File: config.mk
export PLATFORM = sky130hd
export DESIGN_NAME = traffic_light_mode_controller_core_flat
export DESIGN_NICKNAME = d
export VERILOG_FILES = /design/src/hdl/tlmc_pkg.sv /design/src/hdl/tlmc_if.sv /design/src/hdl/tlmc_times.sv /design/src/hdl/tlmc_seq.sv /design/src/hdl/traffic_light_mode_controller_core.sv /design/src/flat_wrapper.sv
export SDC_FILE = /design/constraint.sdc
export NUM_CORES = 1
export LEC_CHECK = 0
export BUFFER_PORTS_ARGS = -buffer_cell sky130_fd_sc_hd__buf_2
export CAP_MARGIN = 20
export CORE_ASPECT_RATIO = 1.1
export CORE_MARGIN = 1
export CORE_UTILIZATION = 58
export DETAILED_ROUTE_END_ITERATION = 8
export PLACE_DENSITY = 0.78
export SLEW_MARGIN = 20
export SYNTH_ARGS = -nofsm -noshare
export SYNTH_HDL_FRONTEND = slang
export SYNTH_SLANG_ARGS = --single-unit
File: constraint.sdc
create_clock -name clk -period 4.4 [get_ports clk]
set_clock_uncertainty 0.15 [all_clocks]
set_input_delay 1.32 -clock clk [delete_from_list [all_inputs] [get_ports clk]]
set_output_delay 1.32 -clock clk [all_outputs]
set_load 0.01 [all_outputs]
File: src/hdl/tlmc_pkg.sv
// Package: shared types, constants and command codes of the traffic light mode controller.
`timescale 1ns / 1ps

package tlmc_pkg;

    // Widths
    localparam int COUNT_WIDTH_DEF = 21;
    localparam int TIME_W          = 20;
    localparam int BLINK_W         = 14;
    localparam int MODE_W          = 4;
    localparam int CODE_W          = 8;

    // Time limits and steps (ms)
    localparam logic [TIME_W-1:0]  TIME_MAX   = TIME_W'(1000000);
    localparam logic [TIME_W-1:0]  TIME_MIN   = TIME_W'(2000);
    localparam logic [TIME_W-1:0]  TIME_STEP  = TIME_W'(1000);
    localparam logic [BLINK_W-1:0] BLINK_MAX  = BLINK_W'(10000);
    localparam logic [BLINK_W-1:0] BLINK_MIN  = BLINK_W'(500);
    localparam logic [BLINK_W-1:0] BLINK_STEP = BLINK_W'(200);

    // Reset values
    localparam logic [TIME_W-1:0]  GREEN_RST = TIME_W'(10000);
    localparam logic [TIME_W-1:0]  RED_RST   = TIME_W'(10000);
    localparam logic [TIME_W-1:0]  AMBER_RST = TIME_W'(3000);
    localparam logic [TIME_W-1:0]  DELAY_RST = TIME_W'(10000);
    localparam logic [BLINK_W-1:0] BLINK_RST = BLINK_W'(600);

    // Command codes
    localparam logic [CODE_W-1:0] CMD_NORMAL     = 8'd10;
    localparam logic [CODE_W-1:0] CMD_OUTAGE     = 8'd20;
    localparam logic [CODE_W-1:0] CMD_CAREFUL    = 8'd30;
    localparam logic [CODE_W-1:0] CMD_TRAINS     = 8'd40;
    localparam logic [CODE_W-1:0] CMD_MAN_RED    = 8'd50;
    localparam logic [CODE_W-1:0] CMD_MAN_GREEN  = 8'd52;
    localparam logic [CODE_W-1:0] CMD_FULL_RED   = 8'd60;
    localparam logic [CODE_W-1:0] CMD_FULL_AMBER = 8'd61;
    localparam logic [CODE_W-1:0] CMD_FULL_GREEN = 8'd62;
    localparam logic [CODE_W-1:0] CMD_GREEN_DEC  = 8'd70;
    localparam logic [CODE_W-1:0] CMD_GREEN_INC  = 8'd71;
    localparam logic [CODE_W-1:0] CMD_AMBER_DEC  = 8'd72;
    localparam logic [CODE_W-1:0] CMD_AMBER_INC  = 8'd73;
    localparam logic [CODE_W-1:0] CMD_RED_DEC    = 8'd74;
    localparam logic [CODE_W-1:0] CMD_RED_INC    = 8'd75;
    localparam logic [CODE_W-1:0] CMD_BLINK_DEC  = 8'd76;
    localparam logic [CODE_W-1:0] CMD_BLINK_INC  = 8'd77;

    // Transaction kinds
    localparam logic KIND_TICK    = 1'b0;
    localparam logic KIND_COMMAND = 1'b1;

    typedef enum logic [MODE_W-1:0] {
        MODE_NORMAL     = 4'd0,
        MODE_OUTAGE     = 4'd1,
        MODE_CAREFUL    = 4'd2,
        MODE_TRAINS     = 4'd3,
        MODE_MAN_RED    = 4'd4,
        MODE_MAN_GREEN  = 4'd5,
        MODE_FULL_RED   = 4'd6,
        MODE_FULL_AMBER = 4'd7,
        MODE_FULL_GREEN = 4'd8
    } mode_t;

    typedef enum logic [1:0] {
        LAMP_DARK  = 2'd0,
        LAMP_RED   = 2'd1,
        LAMP_AMBER = 2'd2,
        LAMP_GREEN = 2'd3
    } lamp_t;

    // Phase and blink times after this transaction's command
    typedef struct packed {
        logic [TIME_W-1:0]  green;
        logic [TIME_W-1:0]  amber;
        logic [TIME_W-1:0]  red;
        logic [BLINK_W-1:0] blink;
    } times_t;

    // Lamp and mode status after this transaction
    typedef struct packed {
        logic        red;
        logic        amber;
        logic        green;
        mode_t       mode;
    } status_t;

endpackage

File: src/hdl/tlmc_if.sv
// Interfaces: input transaction channel and result channel with valid/ready.
`timescale 1ns / 1ps

interface tlmc_req_if
    import tlmc_pkg::*;
();
    logic              valid;
    logic              ready;
    logic              kind;
    logic [CODE_W-1:0] command_byte;

    modport source (output valid, output kind, output command_byte, input ready);
    modport sink   (input valid, input kind, input command_byte, output ready);
endinterface

interface tlmc_rsp_if
    import tlmc_pkg::*;
();
    logic              valid;
    logic              ready;
    logic              red_lamp;
    logic              amber_lamp;
    logic              green_lamp;
    logic [MODE_W-1:0] mode_code;

    modport source (output valid, output red_lamp, output amber_lamp, output green_lamp,
                    output mode_code, input ready);
    modport sink   (input valid, input red_lamp, input amber_lamp, input green_lamp,
                    input mode_code, output ready);
endinterface

File: src/hdl/tlmc_times.sv
// Phase and blink time registers with saturating adjust commands.
`timescale 1ns / 1ps

module tlmc_times
    import tlmc_pkg::*;
(
    input  logic              clk,
    input  logic              rst_n,
    input  logic              en,
    input  logic              kind,
    input  logic [CODE_W-1:0] command_byte,
    output times_t            times_next
);

    times_t times_reg;

    // Adjust decode; ticks leave the times alone
    always_comb
    begin
        times_next = times_reg;
        if (kind == KIND_COMMAND)
        begin
            unique case (command_byte)
                CMD_GREEN_DEC:
                    if (times_reg.green >= TIME_MIN) times_next.green = times_reg.green - TIME_STEP;
                CMD_GREEN_INC:
                    if (times_reg.green < TIME_MAX) times_next.green = times_reg.green + TIME_STEP;
                CMD_AMBER_DEC:
                    if (times_reg.amber >= TIME_MIN) times_next.amber = times_reg.amber - TIME_STEP;
                CMD_AMBER_INC:
                    if (times_reg.amber < TIME_MAX) times_next.amber = times_reg.amber + TIME_STEP;
                CMD_RED_DEC:
                    if (times_reg.red >= TIME_MIN) times_next.red = times_reg.red - TIME_STEP;
                CMD_RED_INC:
                    if (times_reg.red < TIME_MAX) times_next.red = times_reg.red + TIME_STEP;
                CMD_BLINK_DEC:
                    if (times_reg.blink >= BLINK_MIN)
                        times_next.blink = times_reg.blink - BLINK_STEP;
                CMD_BLINK_INC:
                    if (times_reg.blink < BLINK_MAX)
                        times_next.blink = times_reg.blink + BLINK_STEP;
                default: ;
            endcase
        end
    end

    // Time registers
    always_ff @(posedge clk or negedge rst_n)
    begin
        if (!rst_n)
        begin
            times_reg.green <= GREEN_RST;
            times_reg.amber <= AMBER_RST;
            times_reg.red   <= RED_RST;
            times_reg.blink <= BLINK_RST;
        end
        else if (en)
        begin
            times_reg <= times_next;
        end
    end

endmodule

File: src/hdl/tlmc_seq.sv
// Mode sequencer: mode entry, elapsed counter, phase stepping and blinking.
`timescale 1ns / 1ps

module tlmc_seq
    import tlmc_pkg::*;
#(
    parameter int COUNT_WIDTH = COUNT_WIDTH_DEF
)
(
    input  logic              clk,
    input  logic              rst_n,
    input  logic              en,
    input  logic              kind,
    input  logic [CODE_W-1:0] command_byte,
    input  times_t            times_next,
    output status_t           status_next
);

    localparam logic [COUNT_WIDTH-1:0] COUNT_MAX = {COUNT_WIDTH{1'b1}};

    mode_t                  mode_reg,  mode_next;
    lamp_t                  lamp_reg,  lamp_next;
    logic [COUNT_WIDTH-1:0] elapsed_reg, elapsed_next;
    logic [TIME_W-1:0]      delay_reg, delay_next;
    logic                   blink_reg, blink_next;

    // Intermediate values after the command or tick, before the mode runs
    mode_t                  mode_sel;
    logic                   mode_hit;
    mode_t                  mode_1;
    lamp_t                  lamp_1;
    logic [COUNT_WIDTH-1:0] elapsed_1;
    logic [TIME_W-1:0]      delay_1;
    logic                   phase_due;
    logic                   blink_due;
    logic                   do_step;
    lamp_t                  blink_lamp;

    // Mode select decode
    always_comb
    begin
        mode_hit = 1'b1;
        mode_sel = MODE_NORMAL;
        unique case (command_byte)
            CMD_NORMAL:     mode_sel = MODE_NORMAL;
            CMD_OUTAGE:     mode_sel = MODE_OUTAGE;
            CMD_CAREFUL:    mode_sel = MODE_CAREFUL;
            CMD_TRAINS:     mode_sel = MODE_TRAINS;
            CMD_MAN_RED:    mode_sel = MODE_MAN_RED;
            CMD_MAN_GREEN:  mode_sel = MODE_MAN_GREEN;
            CMD_FULL_RED:   mode_sel = MODE_FULL_RED;
            CMD_FULL_AMBER: mode_sel = MODE_FULL_AMBER;
            CMD_FULL_GREEN: mode_sel = MODE_FULL_GREEN;
            default:        mode_hit = 1'b0;
        endcase
    end

    // Tick count and mode entry action
    always_comb
    begin
        mode_1    = mode_reg;
        lamp_1    = lamp_reg;
        delay_1   = delay_reg;
        elapsed_1 = elapsed_reg;
        if (kind == KIND_TICK)
        begin
            if (elapsed_reg != COUNT_MAX) elapsed_1 = elapsed_reg + 1'b1;
        end
        else if (mode_hit && mode_sel != mode_reg)
        begin
            mode_1 = mode_sel;
            priority if (mode_sel == MODE_NORMAL)
                lamp_1 = LAMP_RED;
            else if (mode_sel == MODE_MAN_RED || mode_sel == MODE_MAN_GREEN)
                delay_1 = '0;
            else
                lamp_1 = LAMP_DARK;
        end
    end

    assign phase_due = elapsed_1 > COUNT_WIDTH'(delay_1);
    assign blink_due = elapsed_1 > COUNT_WIDTH'(times_next.blink);

    // Mode behaviour
    always_comb
    begin
        do_step      = 1'b0;
        blink_lamp   = LAMP_DARK;
        lamp_next    = lamp_1;
        delay_next   = delay_1;
        elapsed_next = elapsed_1;
        blink_next   = blink_reg;
        mode_next    = mode_1;

        unique case (mode_1)
            MODE_NORMAL:     do_step = 1'b1;
            MODE_CAREFUL:    blink_lamp = LAMP_GREEN;
            MODE_TRAINS:     blink_lamp = LAMP_RED;
            MODE_MAN_RED:    do_step = (lamp_1 != LAMP_RED);
            MODE_MAN_GREEN:  do_step = (lamp_1 != LAMP_GREEN);
            MODE_FULL_RED:   lamp_next = LAMP_RED;
            MODE_FULL_AMBER: lamp_next = LAMP_AMBER;
            MODE_FULL_GREEN: lamp_next = LAMP_GREEN;
            default:         blink_lamp = LAMP_AMBER;
        endcase

        // Phase step: red -> green -> amber -> red; dark restarts at red
        if (do_step && phase_due)
        begin
            elapsed_next = '0;
            unique case (lamp_1)
                LAMP_RED:
                begin
                    lamp_next  = LAMP_GREEN;
                    delay_next = times_next.green;
                end
                LAMP_GREEN:
                begin
                    lamp_next  = LAMP_AMBER;
                    delay_next = times_next.amber;
                end
                default:
                begin
                    lamp_next  = LAMP_RED;
                    delay_next = times_next.red;
                end
            endcase
        end

        // Blink modes: lamp lit while the blink phase is high
        if (blink_lamp != LAMP_DARK)
        begin
            if (blink_due)
            begin
                elapsed_next = '0;
                blink_next   = ~blink_reg;
            end
            lamp_next = (blink_due ? ~blink_reg : blink_reg) ? blink_lamp : LAMP_DARK;
        end
    end

    // Status for the result register
    always_comb
    begin
        status_next.red   = (lamp_next == LAMP_RED);
        status_next.amber = (lamp_next == LAMP_AMBER);
        status_next.green = (lamp_next == LAMP_GREEN);
        status_next.mode  = mode_next;
    end

    // Sequencer state
    always_ff @(posedge clk or negedge rst_n)
    begin
        if (!rst_n)
        begin
            mode_reg    <= MODE_NORMAL;
            lamp_reg    <= LAMP_RED;
            elapsed_reg <= '0;
            delay_reg   <= DELAY_RST;
            blink_reg   <= 1'b0;
        end
        else if (en)
        begin
            mode_reg    <= mode_next;
            lamp_reg    <= lamp_next;
            elapsed_reg <= elapsed_next;
            delay_reg   <= delay_next;
            blink_reg   <= blink_next;
        end
    end

endmodule

File: src/hdl/traffic_light_mode_controller_core.sv
// The result of an accepted transaction is captured in the output register as it is accepted.
// Throughput: one transaction per cycle; a new one is taken while the result register
// drains, so the input stalls only while a held result is not taken.
// Reset (rst_n, async, active low): normal mode, red lit, elapsed count 0, default times,
// result register empty.
`timescale 1ns / 1ps

module traffic_light_mode_controller_core
    import tlmc_pkg::*;
#(
    parameter int COUNT_WIDTH = COUNT_WIDTH_DEF
)
(
    input  logic       clk,
    input  logic       rst_n,
    tlmc_req_if.sink   req,
    tlmc_rsp_if.source rsp
);

    logic    accept;
    times_t  times_next;
    status_t status_next;
    logic    valid_reg;
    status_t status_reg;

    // Handshake: take a transaction when the result register is free or draining
    assign req.ready = !valid_reg || rsp.ready;
    assign accept    = req.valid && req.ready;

    tlmc_times u_times (
        .clk          (clk),
        .rst_n        (rst_n),
        .en           (accept),
        .kind         (req.kind),
        .command_byte (req.command_byte),
        .times_next   (times_next)
    );

    tlmc_seq #(
        .COUNT_WIDTH (COUNT_WIDTH)
    ) u_seq (
        .clk          (clk),
        .rst_n        (rst_n),
        .en           (accept),
        .kind         (req.kind),
        .command_byte (req.command_byte),
        .times_next   (times_next),
        .status_next  (status_next)
    );

    // Result valid flag
    always_ff @(posedge clk or negedge rst_n)
    begin
        if (!rst_n)
            valid_reg <= 1'b0;
        else if (accept)
            valid_reg <= 1'b1;
        else if (rsp.ready)
            valid_reg <= 1'b0;
    end

    // Result payload
    always_ff @(posedge clk)
    begin
        if (accept)
            status_reg <= status_next;
    end

    assign rsp.valid      = valid_reg;
    assign rsp.red_lamp   = status_reg.red;
    assign rsp.amber_lamp = status_reg.amber;
    assign rsp.green_lamp = status_reg.green;
    assign rsp.mode_code  = status_reg.mode;

endmodule

File: src/flat_wrapper.sv
// flat-port wrapper written by rule: the top's interface ports become plain ports
module traffic_light_mode_controller_core_flat import tlmc_pkg::*;
#(
    parameter int COUNT_WIDTH = COUNT_WIDTH_DEF
)
  (clk, rst_n, req_valid, req_kind, req_command_byte, req_ready, rsp_valid, rsp_red_lamp, rsp_amber_lamp, rsp_green_lamp, rsp_mode_code, rsp_ready);
  tlmc_req_if req_i ();
  tlmc_rsp_if rsp_i ();
  input  logic clk;
  input  logic rst_n;
  input wire logic [$bits(req_i.valid)-1:0] req_valid;
  input wire logic [$bits(req_i.kind)-1:0] req_kind;
  input wire logic [$bits(req_i.command_byte)-1:0] req_command_byte;
  output wire logic [$bits(req_i.ready)-1:0] req_ready;
  output wire logic [$bits(rsp_i.valid)-1:0] rsp_valid;
  output wire logic [$bits(rsp_i.red_lamp)-1:0] rsp_red_lamp;
  output wire logic [$bits(rsp_i.amber_lamp)-1:0] rsp_amber_lamp;
  output wire logic [$bits(rsp_i.green_lamp)-1:0] rsp_green_lamp;
  output wire logic [$bits(rsp_i.mode_code)-1:0] rsp_mode_code;
  input wire logic [$bits(rsp_i.ready)-1:0] rsp_ready;
  assign req_i.valid = req_valid;
  assign req_i.kind = req_kind;
  assign req_i.command_byte = req_command_byte;
  assign req_ready = req_i.ready;
  assign rsp_valid = rsp_i.valid;
  assign rsp_red_lamp = rsp_i.red_lamp;
  assign rsp_amber_lamp = rsp_i.amber_lamp;
  assign rsp_green_lamp = rsp_i.green_lamp;
  assign rsp_mode_code = rsp_i.mode_code;
  assign rsp_i.ready = rsp_ready;
  traffic_light_mode_controller_core #(.COUNT_WIDTH(COUNT_WIDTH)) u_core (.clk(clk), .rst_n(rst_n), .req(req_i), .rsp(rsp_i));
endmodule
==> results of run 1 <==
[worst min-delay path by stage]
| stage | endpoint | slack [ps] | cells after the start |
|---|---|---|---|
| 2_1_floorplan | u_core.u_seq.delay_reg[0] | 300 | 1 |
| 3_3_place_gp | u_core.u_seq.blink_reg | 320 | 1 |
| 3_5_place_dp | u_core.u_seq.delay_reg[0] | 330 | 1 |
| 4_1_cts | u_core.u_seq.blink_reg | 350 | 1 |
| 5_1_grt | u_core.u_times.times_reg[58] | 390 | 2 |
| 6_report | u_core.u_times.times_reg[23] | 360 | 2 |
[worst max-delay path, stage by stage]
cell	delay, ps
buf_6	110
buf_6	130
buf_4	140
nor3_1	900
a2111oi_2	140
nor3_2	290
nor3_4	90
nor2_2	150
nand2_4	110
buf_12	170
nand2_8	60
ha_4	190
nand3_2	110
o21bai_4	190
a21oi_2	150
o31ai_2	70
a211o_1	300
o21ai_4	240
buf_6	140
o21ai_2	50
o221ai_2	190
buf_6	190
buf_6	130
o21ai_2	50
a22o_1	200
[per-layer routing]
| metal | vias to the layer above | part of all wire [%] | GRT usage (%) |
|---|---|---|---|
| met1 | 5764 | 33 | 49.90 |
| met5 | - | 0.032 | 0 |
| met2 | 1058 | 45 | 72.19 |
| met4 | 2 | 10 | 33.35 |
| li1 | 5170 | - | - |
| met3 | 438 | 12 | 12.56 |
[cells by family after synthesis]
| logic type | count (synthesis) |
|---|---|
| XOR/XNOR | 76 |
| flip-flops | 118 |
| buffers and inverters | 134 |
| adder cells (fa/ha/maj) | 43 |
| multiplexers | 32 |
| AND/OR/NAND/NOR | 535 |
| AO/OA/AOI/OAI | 366 |
[through the flow]
stage | instance area [um^2] | instances | setup slack (ps)
after global routing | 14000 | 1732 | -1331
after CTS | 13670 | 1734 | -667.5
after detailed placement | 12120 | 1660 | -1363
after global placement | 12120 | 1660 | -1168
after floorplan | 10590 | 1304 | -860.6
final | 14000 | 1732 | -1263
[report_power, final]
part	switching (mW)	leakage [nW]	internal (mW)	total [mW]
sequential	0.272	1.49	1.30	1.58
combinational	1.91	4.15	1.58	3.50
clock	0.586	0.293	0.875	1.46
[repair_timing]
action | CTS | global route
pin swaps | 57 | 33
gates cloned | 8 | 0
endpoints found under the setup margin | 47 | 47
resized for setup | 135 | 74
hold endpoints to repair | 0 | 0
buffers inserted | 37 | 8
[layout make-up]
| cell class | count | area [um^2] |
|---|---|---|
| multi-input combinational | 1052 | 7704 |
| tap | 234 | 292.8 |
| sequential | 118 | 3022 |
| fill | 1013 | 3267 |
| timing repair buffer | 264 | 2271 |
| clock buffer | 20 | 466.7 |
| clock inverter | 12 | 123.9 |
| inverter | 32 | 120.1 |
[placed cells by master (no fill, tap or decap), types with 14 or more instances in the layout]
| master | n |
|---|---|
| buf_6 | 25 |
| o21ai_0 | 85 |
| a22o_1 | 22 |
| dfstp_2 | 27 |
| ha_4 | 16 |
| o21ai_2 | 20 |
| ha_1 | 27 |
| a21oi_1 | 47 |
| nor4_1 | 21 |
| buf_4 | 208 |
| mux2i_1 | 18 |
| nand2_1 | 192 |
| a31oi_1 | 14 |
| dfrtp_1 | 84 |
| nand3_1 | 39 |
| o211ai_1 | 16 |
| xor2_1 | 27 |
| nor3_1 | 26 |
| xnor2_1 | 44 |
| a22oi_1 | 15 |
| and3_1 | 22 |
| clkbuf_16 | 17 |
| nor2_1 | 68 |
| inv_1 | 30 |
==> implementation parameters, run 1 <==
Parameter                              Value

Yosys
  Area share of the largest cell type after synthesis    20.24%
  Synthesized flop and latch total    118
  Synth area leaders    dfrtp_1, nand2_1, dfstp_2
  Post-synthesis simple-gate area fraction    26.22%
  Combinational family with the most area after synthesis    simple AND/OR/NAND/NOR gates
  Most used flip-flop cell after synthesis    dfrtp_1
  Most common library cells after synthesis    nand2_1, o21ai_0, dfrtp_1
  Share of synthesized cell area in full adder, half adder and majority cells    5.181%
  Distinct cell type count of the synthesized netlist    96
  Post-synthesis net count    1360
  Synth Instances    1304
  Post-synthesis async set-or-reset flop share    94.07%
  Library cell with the highest instance count after synthesis    nand2_1
  Cell type with the highest aggregate area in the netlist    dfrtp_1
  Summed instance area of the synthesized netlist    10380 um^2
  Sequential area share after synthesis    29.10%
  Fraction of the mapped netlist area in compound gates    24.22%
  Share of cell area taken by muxes after synthesis    3.241%
  Post-synth EDFFs    7
  Parity-gate share of the synthesized area counting xor and xnor cells    6.591%
  Per-instance average area after synthesis    7.963 um^2
  YS warnings    0

Routing
  Via count of the routed design    12430
  Total DRC errors in the routed layout    0
  Iteration-0 DRC Markers    1872
  1st-pass router iterations    8
  Antenna Nets Post-Route    0
  Post-Route WL    43.27 mm
  Drt via density    7.178
  Average wire per cell in the routed design    24.98 um

Power and ir drop
  Maximum VDD drop    0.0004512 V
  Power per cell area    467.0 nW/um^2
  Overall Power    6.537 mW
  P_leak    5.937 nW

Timing
  Max frequency    176.6 MHz
  Max-slew headroom    24.02%
  Final hold violation count    0
  Time the final worst path needs with I/O delays and setup    5663 ps
  Sum Neg Setup Slack    -53930 ps
  Setup-violating endpoint count in the final report    47
  Max Slew Vio Count    0
  Unrepaired setup endpoints after global routing    yes
  Period utilisation layout    128.7%
  Smallest hold slack    360.8 ps
  Final worst setup slack    -1263 ps
  Transition time at the pin with the least slew margin    1131 ps

Status
  Failing checks    negative setup slack
  Run status    finished with violations

Global route
  Sum of overflow across all layers after global routing    0
  Number of global-route vias before repair    11870
  Largest net degree at the start of global routing    112
  First-pass GRT wire length    62.66 mm
  Overall Global Routing Usage    44.65%
  Initial antenna violation count    1

Finish
  Net total in the final layout    1541
  Proportion of layout cells with a drive suffix above 1    32.71%
  Flip-flop count of the largest register after layout    62
  Layout-stage area growth over the synthesis result    34.82%
  Number of diodes added for antenna fixing    0
  Layout Utilization    81.08%

Floorplan
  Vertical die dimension    142.3 um
  Die width    129.6 um
  Top Ports    22
  Standard-cell row count    50
  Overall die area    18440 um^2
  Initial core utilization    60.14%
  Core Footprint    17270 um^2

Clock network
  Clock tree from TritonCTS    done
  CTS H-tree depth    4
  Clock-pin slew on the worst setup and hold paths    60 ps
  Count of hold buffers inserted by post-cts repair    0
  Cts bufs inserted    17
  # clock sinks    118
  Buffer type at the clock tree root    clkbuf_16
  Maximum buffer depth of the clock tree    2
  Source-to-sink clock delay at the later pin of the worst-skew pair    450 ps

Worst setup path
  Last element of the critical path    u_core.u_seq.elapsed_reg[0]
  Slack of the worst reg-to-reg path    -390 ps
  R2R cell count    19
  Critical register-to-register path endpoint    u_core.rsp.green_lamp
  Worst endpoint data arrival time    5850 ps
  WP data required    4590 ps
  Critical path launch point type    input pin
  Critical setup path kind    input pin to register
  Worst Path Max Fanout    6
  Kind of capture point of the worst setup path    register
  Start of the worst register-to-register path    u_core.u_times.times_reg[4]
  Launching element of the worst setup path    req_command_byte[3]

Placed design
  Routability Congestion    0.9878
  Input/output buffers    21
  Final HPWL from detailed placement    23.46 mm

Worst hold path
  Class of the tightest hold or removal check    register to register
  Hold_sp    u_core.u_times.times_reg[23]

Job
  Reported max-cap violation count    0
No activity file was read; power rests on OpenSTA's default activity.
==> inputs of run 2 (changes only) <==
--- a/config.mk
+++ b/config.mk
@@ -5,13 +5,14 @@
 export SDC_FILE = /design/constraint.sdc
 export NUM_CORES = 1
 export LEC_CHECK = 0
+export ABC_AREA = 1
 export BUFFER_PORTS_ARGS = -buffer_cell sky130_fd_sc_hd__buf_2
 export CAP_MARGIN = 20
 export CORE_ASPECT_RATIO = 1.1
 export CORE_MARGIN = 1
-export CORE_UTILIZATION = 58
+export CORE_UTILIZATION = 59
 export DETAILED_ROUTE_END_ITERATION = 8
-export PLACE_DENSITY = 0.78
+export PLACE_DENSITY = 0.79
 export SLEW_MARGIN = 20
 export SYNTH_ARGS = -nofsm -noshare
 export SYNTH_HDL_FRONTEND = slang
==> implementation parameters, run 2 <==
Parameter                              Value

Status
  Run status    finished with violations
  Failing checks    negative setup slack

Timing
  Time the final worst path needs with I/O delays and setup    4495 ps (-1167 ps)
  Final hold violation count    0 (unchanged)
  Final worst setup slack    -95.46 ps (+1167 ps)
  Unrepaired setup endpoints after global routing    yes
  Max frequency    222.4 MHz (+26%)
  Sum Neg Setup Slack    -951.3 ps (+52980 ps)
  Max Slew Vio Count    0 (unchanged)
  Max-slew headroom    40.30% (+16 points)
  Setup-violating endpoint count in the final report    27 (-43%)
  Smallest hold slack    323.5 ps (-37.30 ps)
  Period utilisation layout    102.2% (-27 points)
  Transition time at the pin with the least slew margin    895.5 ps (-235.5 ps)

Clock network
  Maximum buffer depth of the clock tree    2 (unchanged)
  Count of hold buffers inserted by post-cts repair    0 (unchanged)
  Clock-pin slew on the worst setup and hold paths    60 ps (about the same)
  Buffer type at the clock tree root    clkbuf_16
  # clock sinks    118 (unchanged)
  CTS H-tree depth    4 (unchanged)
  Clock tree from TritonCTS    done
  Source-to-sink clock delay at the later pin of the worst-skew pair    430 ps (-20 ps)
  Cts bufs inserted    17 (unchanged)

Finish
  Final Cell Area    13560 um^2 (-3.1%)
  # fillers    1549 (+53%)
  Number of diodes added for antenna fixing    0 (unchanged)
  Net total in the final layout    1971 (+28%)
  Proportion of layout cells with a drive suffix above 1    18.78% (-14 points)
  Footprint of the multi-input gates    7562 um^2 (-1.8%)
  Area taken by flip-flops and latches    3022 um^2 (unchanged)
  Most common cell after layout, fill and taps aside    nand2_1
  Most frequent cells in the layout    nand2_1, o21ai_0, inv_1
  Flip-flop count of the largest register after layout    62 (unchanged)
  Layout-stage area growth over the synthesis result    18.87%

Yosys
  Sequential area share after synthesis    26.48% (-2.6 points)
  Post-synthesis net count    1866 (+37%)
  Most used flip-flop cell after synthesis    dfrtp_1
  Cell type with the highest aggregate area in the netlist    dfrtp_1
  Library cell with the highest instance count after synthesis    nand2_1
  Synth area leaders    dfrtp_1, nand2_1, o21ai_0
  Most common library cells after synthesis    nand2_1, o21ai_0, inv_1
  Synthesized flop and latch total    118 (unchanged)
  Post-synth EDFFs    7 (unchanged)
  Distinct cell type count of the synthesized netlist    54 (-44%)
  Summed instance area of the synthesized netlist    11410 um^2 (+9.9%)
  Synth Instances    1810 (+39%)
  Per-instance average area after synthesis    6.304 um^2 (-21%)
  Post-synthesis async set-or-reset flop share    94.07% (unchanged)
  YS warnings    0 (unchanged)
  Area share of the largest cell type after synthesis    18.42% (-1.8 points)

Routing
  Sum of met3 wire segment lengths after detailed routing    3.241 mm (-38%)
  Total DRC errors in the routed layout    0 (unchanged)
  Antenna Nets Post-Route    0 (unchanged)
  Via count of the routed design    13310 (+7.0%)
  Highest metal layer used by the detailed router    met4
  Sum of routed wire segments on met1    15.67 mm (+10%)
  1st-pass router iterations    6 (-2)
  Post-Route WL    39.07 mm (-9.7%)
  Iteration-0 DRC Markers    1385 (-26%)
  Average wire per cell in the routed design    18.00 um (-28%)
  Drt via density    6.129 (-15%)
  Met2 routed wirelength    18.23 mm (-5.7%)

Global route
  Initial antenna violation count    0 (-1)
  Overall Global Routing Usage    38.83% (-5.8 points)
  Sum of overflow across all layers after global routing    0 (unchanged)
  Number of global-route vias before repair    12330 (+3.9%)
  Largest net degree at the start of global routing    87 (-22%)
  First-pass GRT wire length    61.07 mm (-2.5%)

Worst setup path
  Critical setup path kind    input pin to register
  Worst Path Max Fanout    5 (-1)
  Worst endpoint data arrival time    4620 ps (-1230 ps)
  Critical path launch point type    input pin
  WP data required    4530 ps (-60 ps)
  Kind of capture point of the worst setup path    register

Placed design
  Total placed instance area    12520 um^2 (+3.3%)
  Input/output buffers    21 (unchanged)
  Final HPWL from detailed placement    27.56 mm (+17%)
  Routability Congestion    1.015 (+2.7%)

Job
  Reported max-cap violation count    0 (unchanged)

Floorplan
  Initial core utilization    61.11% (+0.97 points)
  Die width    134.6 um (+3.9%)
  Vertical die dimension    147.9 um (+3.9%)
  Standard-cell row count    52 (+4.0%)
  Overall die area    19900 um^2 (+7.9%)
  Core Footprint    18670 um^2 (+8.1%)
  Top Ports    22 (unchanged)

Worst hold path
  Class of the tightest hold or removal check    register to register

Power and ir drop
  P_leak    6.224 nW (+4.8%)
  Maximum VDD drop    0.0003632 V (-20%)
  Power per cell area    511.7 nW/um^2 (+9.6%)
  Overall Power    6.941 mW (+6.2%)
-- run 2: cell types whose count changed after synthesis, moves of 35 or more --
cell      previous run  this run
inv_1               30       213
nor2_1              75       168
clkbuf_1            79        44
nand3_1             43       120
nand2_1            205       464
xnor2_1             48         0
o21ai_0            107       219
-- run 2: cell families (layout without fill, tap and decap cells) --
kind of cell               after synthesis  count (layout)  share of synthesized area [%]
AOI/OAI and AO/OA                      389             389                          19.56
adders and majority gates               43              43                          4.715
and+or+nand+nor                        929             930                          36.26
buffers and inverters                  294             411                          10.08
DFF                                    118             118                          26.48
xor gates and xnor gates                37              37                          2.906
-- run 2: through the flow --
stage | utilization [%] | instances | worst slack [ps]
detailed placement | 67.05 | 2125 | -492.5
CTS | 70.38 | 2160 | -0.03419
finish | 72.64 | 2171 | -95.46
global placement | 67.05 | 2125 | -359.4
floorplan | - | 1810 | -8.221
global route | 72.64 | 2171 | -249.0
-- run 2: repair_timing --
item / CTS / global route
gates cloned: 0 / 3
setup buffers: 3 / 8
pin swaps: 0 / 45
endpoints found under the setup margin: 11 / 47
endpoints found under the hold margin: 0 / 0
gates resized for setup: 3 / 93
-- run 2: where the power goes --
| part | switching [mW] | total (mW) | internal, mW |
|---|---|---|---|
| Sequential | 0.374 | 1.82 | 1.45 |
| Clock | 0.537 | 1.41 | 0.876 |
| Combinational | 2.34 | 3.71 | 1.37 |
| Total | 3.25 | 6.94 | 3.69 |
-- run 2: path summary, 6_finish.rpt --
check / start / endpoint / slack, ps / cells past startpoint
min in group asynchronous: rst_n / u_core.u_times.times_reg[60] / 750 / 1
max in group asynchronous: rst_n / u_core.u_times.times_reg[41] / 2550 / 2
worst max register to register: u_core.u_seq.elapsed_reg[0] / u_core.rsp.red_lamp / 30 / 28
worst max-delay path: req_command_byte[6] / u_core.rsp.red_lamp / -100 / 28
worst min register to register: u_core.u_seq.lamp_reg[0] / u_core.u_seq.lamp_reg[0] / 320 / 2
worst min-delay path: u_core.u_seq.lamp_reg[0] / u_core.u_seq.lamp_reg[0] / 320 / 2
-- run 2: layout make-up --
class	count	share of cell area, %
clock buffer	24	3.551
clock inverter	8	0.7195
inverter	227	6.328
multi-input combinational	1399	55.75
sequential	118	22.28
tap	243	2.241
timing repair buffer	152	9.132
-- run 2: layer usage --
layer / track usage, % / up-vias
li1: - / 6254
met5: 0 / -
met4: 19.44 / 0
met1: 49.04 / 6177
met2: 64.09 / 716
met3: 6.379 / 158
-- run 2: worst max-delay path, stage by stage --
cell	delay, ps
buf_6	100
nor2_4	130
inv_2	80
nor2_4	150
nand2_2	90
xor2_1	150
nor2_2	170
nand3_4	100
nand2_4	80
nor2_4	40
inv_4	100
clkbuf_16	150
buf_4	100
nand2_1	90
ha_1	330
nand2_1	70
nor2_1	190
nand4_1	130
nor2_1	120
nor2_1	60
a21oi_2	170
buf_4	170
nand2_8	80
nand2_2	90
nand3_2	90
nand2_4	110
inv_1	60
nor2_1	100
==> inputs of run 3 (changes only) <==
--- a/config.mk
+++ b/config.mk
@@ -8,11 +8,13 @@
 export ABC_AREA = 1
 export BUFFER_PORTS_ARGS = -buffer_cell sky130_fd_sc_hd__buf_2
 export CAP_MARGIN = 20
+export CELL_PAD_IN_SITES_DETAIL_PLACEMENT = 2
+export CELL_PAD_IN_SITES_GLOBAL_PLACEMENT = 2
 export CORE_ASPECT_RATIO = 1.1
 export CORE_MARGIN = 1
-export CORE_UTILIZATION = 59
+export CORE_UTILIZATION = 32
 export DETAILED_ROUTE_END_ITERATION = 8
-export PLACE_DENSITY = 0.79
+export PLACE_DENSITY = 0.77
 export SLEW_MARGIN = 20
 export SYNTH_ARGS = -nofsm -noshare
 export SYNTH_HDL_FRONTEND = slang
==> implementation parameters, run 3 (same netlist as run 2, synthesis figures left out) <==
Parameter                              Value

Worst setup path
  Slack of the worst reg-to-reg path    -1390 ps (-1420 ps)
  Critical setup path kind    register to register
  Kind of capture point of the worst setup path    register
  Critical path launch point type    register
  Worst Path Max Fanout    7 (+2)
  Worst endpoint data arrival time    5950 ps (+1330 ps)
  WP data required    4560 ps (+30 ps)

Status
  Run status    finished with violations
  Failing checks    negative setup slack

Clock network
  Clock-pin slew on the worst setup and hold paths    90 ps (+30 ps)
  Maximum buffer depth of the clock tree    2 (unchanged)
  # clock sinks    118 (unchanged)
  Clock tree from TritonCTS    done
  Buffer type at the clock tree root    clkbuf_16
  Count of hold buffers inserted by post-cts repair    0 (unchanged)
  Source-to-sink clock delay at the later pin of the worst-skew pair    500 ps (+70 ps)
  CTS H-tree depth    4 (unchanged)
  Cts bufs inserted    17 (unchanged)

Finish
  Final Cell Area    15190 um^2 (+12%)
  Final Instance Count excl. Fillers    2431 (+12%)
  Net total in the final layout    2029 (+2.9%)
  Most common cell after layout, fill and taps aside    nand2_1
  Flip-flop count of the largest register after layout    62 (unchanged)
  Layout-stage area growth over the synthesis result    33.10%
  Proportion of layout cells with a drive suffix above 1    27.14% (+8.4 points)
  Most frequent cells in the layout    nand2_1, o21ai_0, inv_1

Power and ir drop
  P_leak    6.757 nW (+8.6%)
  Overall Power    8.950 mW (+29%)
  Maximum VDD drop    0.0002748 V (-24%)
  Power per cell area    589.3 nW/um^2 (+15%)

Floorplan
  Overall die area    36420 um^2 (+83%)
  Die width    182.1 um (+35%)
  Initial core utilization    32.48% (-29 points)
  Standard-cell row count    72 (+38%)
  Top Ports    22 (unchanged)
  Vertical die dimension    200.1 um (+35%)
  Core Footprint    35130 um^2 (+88%)

Routing
  Drt via density    6.445 (+5.2%)
  Average wire per cell in the routed design    32.38 um (+80%)
  Total DRC errors in the routed layout    0 (unchanged)
  Iteration-0 DRC Markers    1271 (-8.2%)
  Antenna Nets Post-Route    0 (unchanged)
  1st-pass router iterations    7 (+1)
  Via count of the routed design    15670 (+18%)
  Post-Route WL    78.71 mm (+100%)

Timing
  Final hold violation count    0 (unchanged)
  Max Slew Vio Count    0 (unchanged)
  Max frequency    172.7 MHz (-22%)
  Setup-violating endpoint count in the final report    47 (+74%)
  Unrepaired setup endpoints after global routing    yes
  Final worst setup slack    -1391 ps (-1295 ps)
  Sum Neg Setup Slack    -50080 ps (-49130 ps)
  Max-slew headroom    25.94% (-14 points)
  Transition time at the pin with the least slew margin    1111 ps (+215.5 ps)
  Time the final worst path needs with I/O delays and setup    5791 ps (+1295 ps)
  Period utilisation layout    131.6% (+29 points)

Job
  Reported max-cap violation count    0 (unchanged)

Global route
  Number of global-route vias before repair    15540 (+26%)
  Largest net degree at the start of global routing    87 (unchanged)
  First-pass GRT wire length    94.83 mm (+55%)
  Initial antenna violation count    4 (+4)
  Sum of overflow across all layers after global routing    0 (unchanged)
  Overall Global Routing Usage    34.26% (-4.6 points)

Placed design
  Final HPWL from detailed placement    37.20 mm (+35%)
  Input/output buffers    21 (unchanged)
  Total placed instance area    12830 um^2 (+2.5%)
  Worst setup slack after placement    -922.4 ps (-429.9 ps)
  Dpl cells    2327 (+9.5%)
  Routability Congestion    0.8899 (-12%)

Worst hold path
  Class of the tightest hold or removal check    register to register
## run 3: cell count changes in the layout (fill, tap and decap cells not counted), moves of 11 or more
cell,delta
ha_4,+13
nand2_1,-25
nor2_1,-15
buf_4,+45
nand2_2,+14
ha_1,-12
nand2_4,+11
inv_1,-14
nor2_4,+15
o21ai_2,+11
## run 3: repair_timing
item                                    4_1_cts  5_1_grt
resized for setup                           135      148
pin swaps                                    49       69
buffers inserted                             17       51
endpoints found under the setup margin       46       47
gates cloned                                  2        3
## run 3: critical path, cell delays in order, from the launching register on
cell and delay, ps:
dfrtp_1 460, nand2_2 160, nor2_1 280, nand4_1 310
nor2_1 220, nand2_1 120, nand2_2 140, buf_4 200
nor2_1 110, buf_4 160, nand2_1 120, xor2_2 250
inv_2 140, ha_4 190, a21oi_2 550, o31ai_4 230
nand2_1 130, o211ai_1 110, nand3_1 130, nand2_1 80
nor2_1 130, a21oi_2 70, nand2_4 190, buf_6 130
nand3_4 160, buf_12 230, o22ai_2 420
## run 3: cell type report
type / instances / area [um^2]
diodes: 1 / 2.502
clock buffers: 18 / 439.2
clock inverters: 14 / 130.1
fillers: 4086 / 19950
inverters: 227 / 875.8
multi-input cells: 1398 / 8324
flip-flops and latches: 118 / 3025
well taps: 444 / 555.5
repair buffers: 211 / 1836
## run 3: worst paths after layout
kind	start	to	cells past startpoint
worst max-delay path	u_core.u_seq.elapsed_reg[11]	u_core.u_seq.elapsed_reg[8]	26
worst min-delay path	u_core.u_seq.delay_reg[9]	u_core.u_seq.delay_reg[9]	2
worst max register to register	u_core.u_seq.elapsed_reg[11]	u_core.u_seq.elapsed_reg[8]	26
worst min register to register	u_core.u_seq.delay_reg[9]	u_core.u_seq.delay_reg[9]	2
max in group asynchronous	rst_n	u_core.u_times.times_reg[19]	2
min in group asynchronous	rst_n	u_core.u_times.times_reg[8]	1
## run 3: power breakdown
part	switching (mW)	internal, mW
sequential	0.529	1.45
combinational	3.62	1.82
clock	0.735	0.795
total	4.88	4.07
## run 3: per-stage QoR
| step | utilization [%] | hold slack [ps] |
|---|---|---|
| 4_1_cts | 40.25 | 335.0 |
| 3_3_place_gp | 36.52 | 310.6 |
| 2_1_floorplan | - | 298.1 |
| 5_1_grt | 43.22 | 391.2 |
| 3_5_place_dp | 36.52 | 317.6 |
| 6_report | 43.23 | 381.5 |
## run 3: layer usage
metal  global-route usage [%]  part of all wire [%]
met5                        0                 0.015
met1                    37.49                    35
met4                    19.11                   9.9
met3                    5.316                   6.9
met2                    63.40                    48
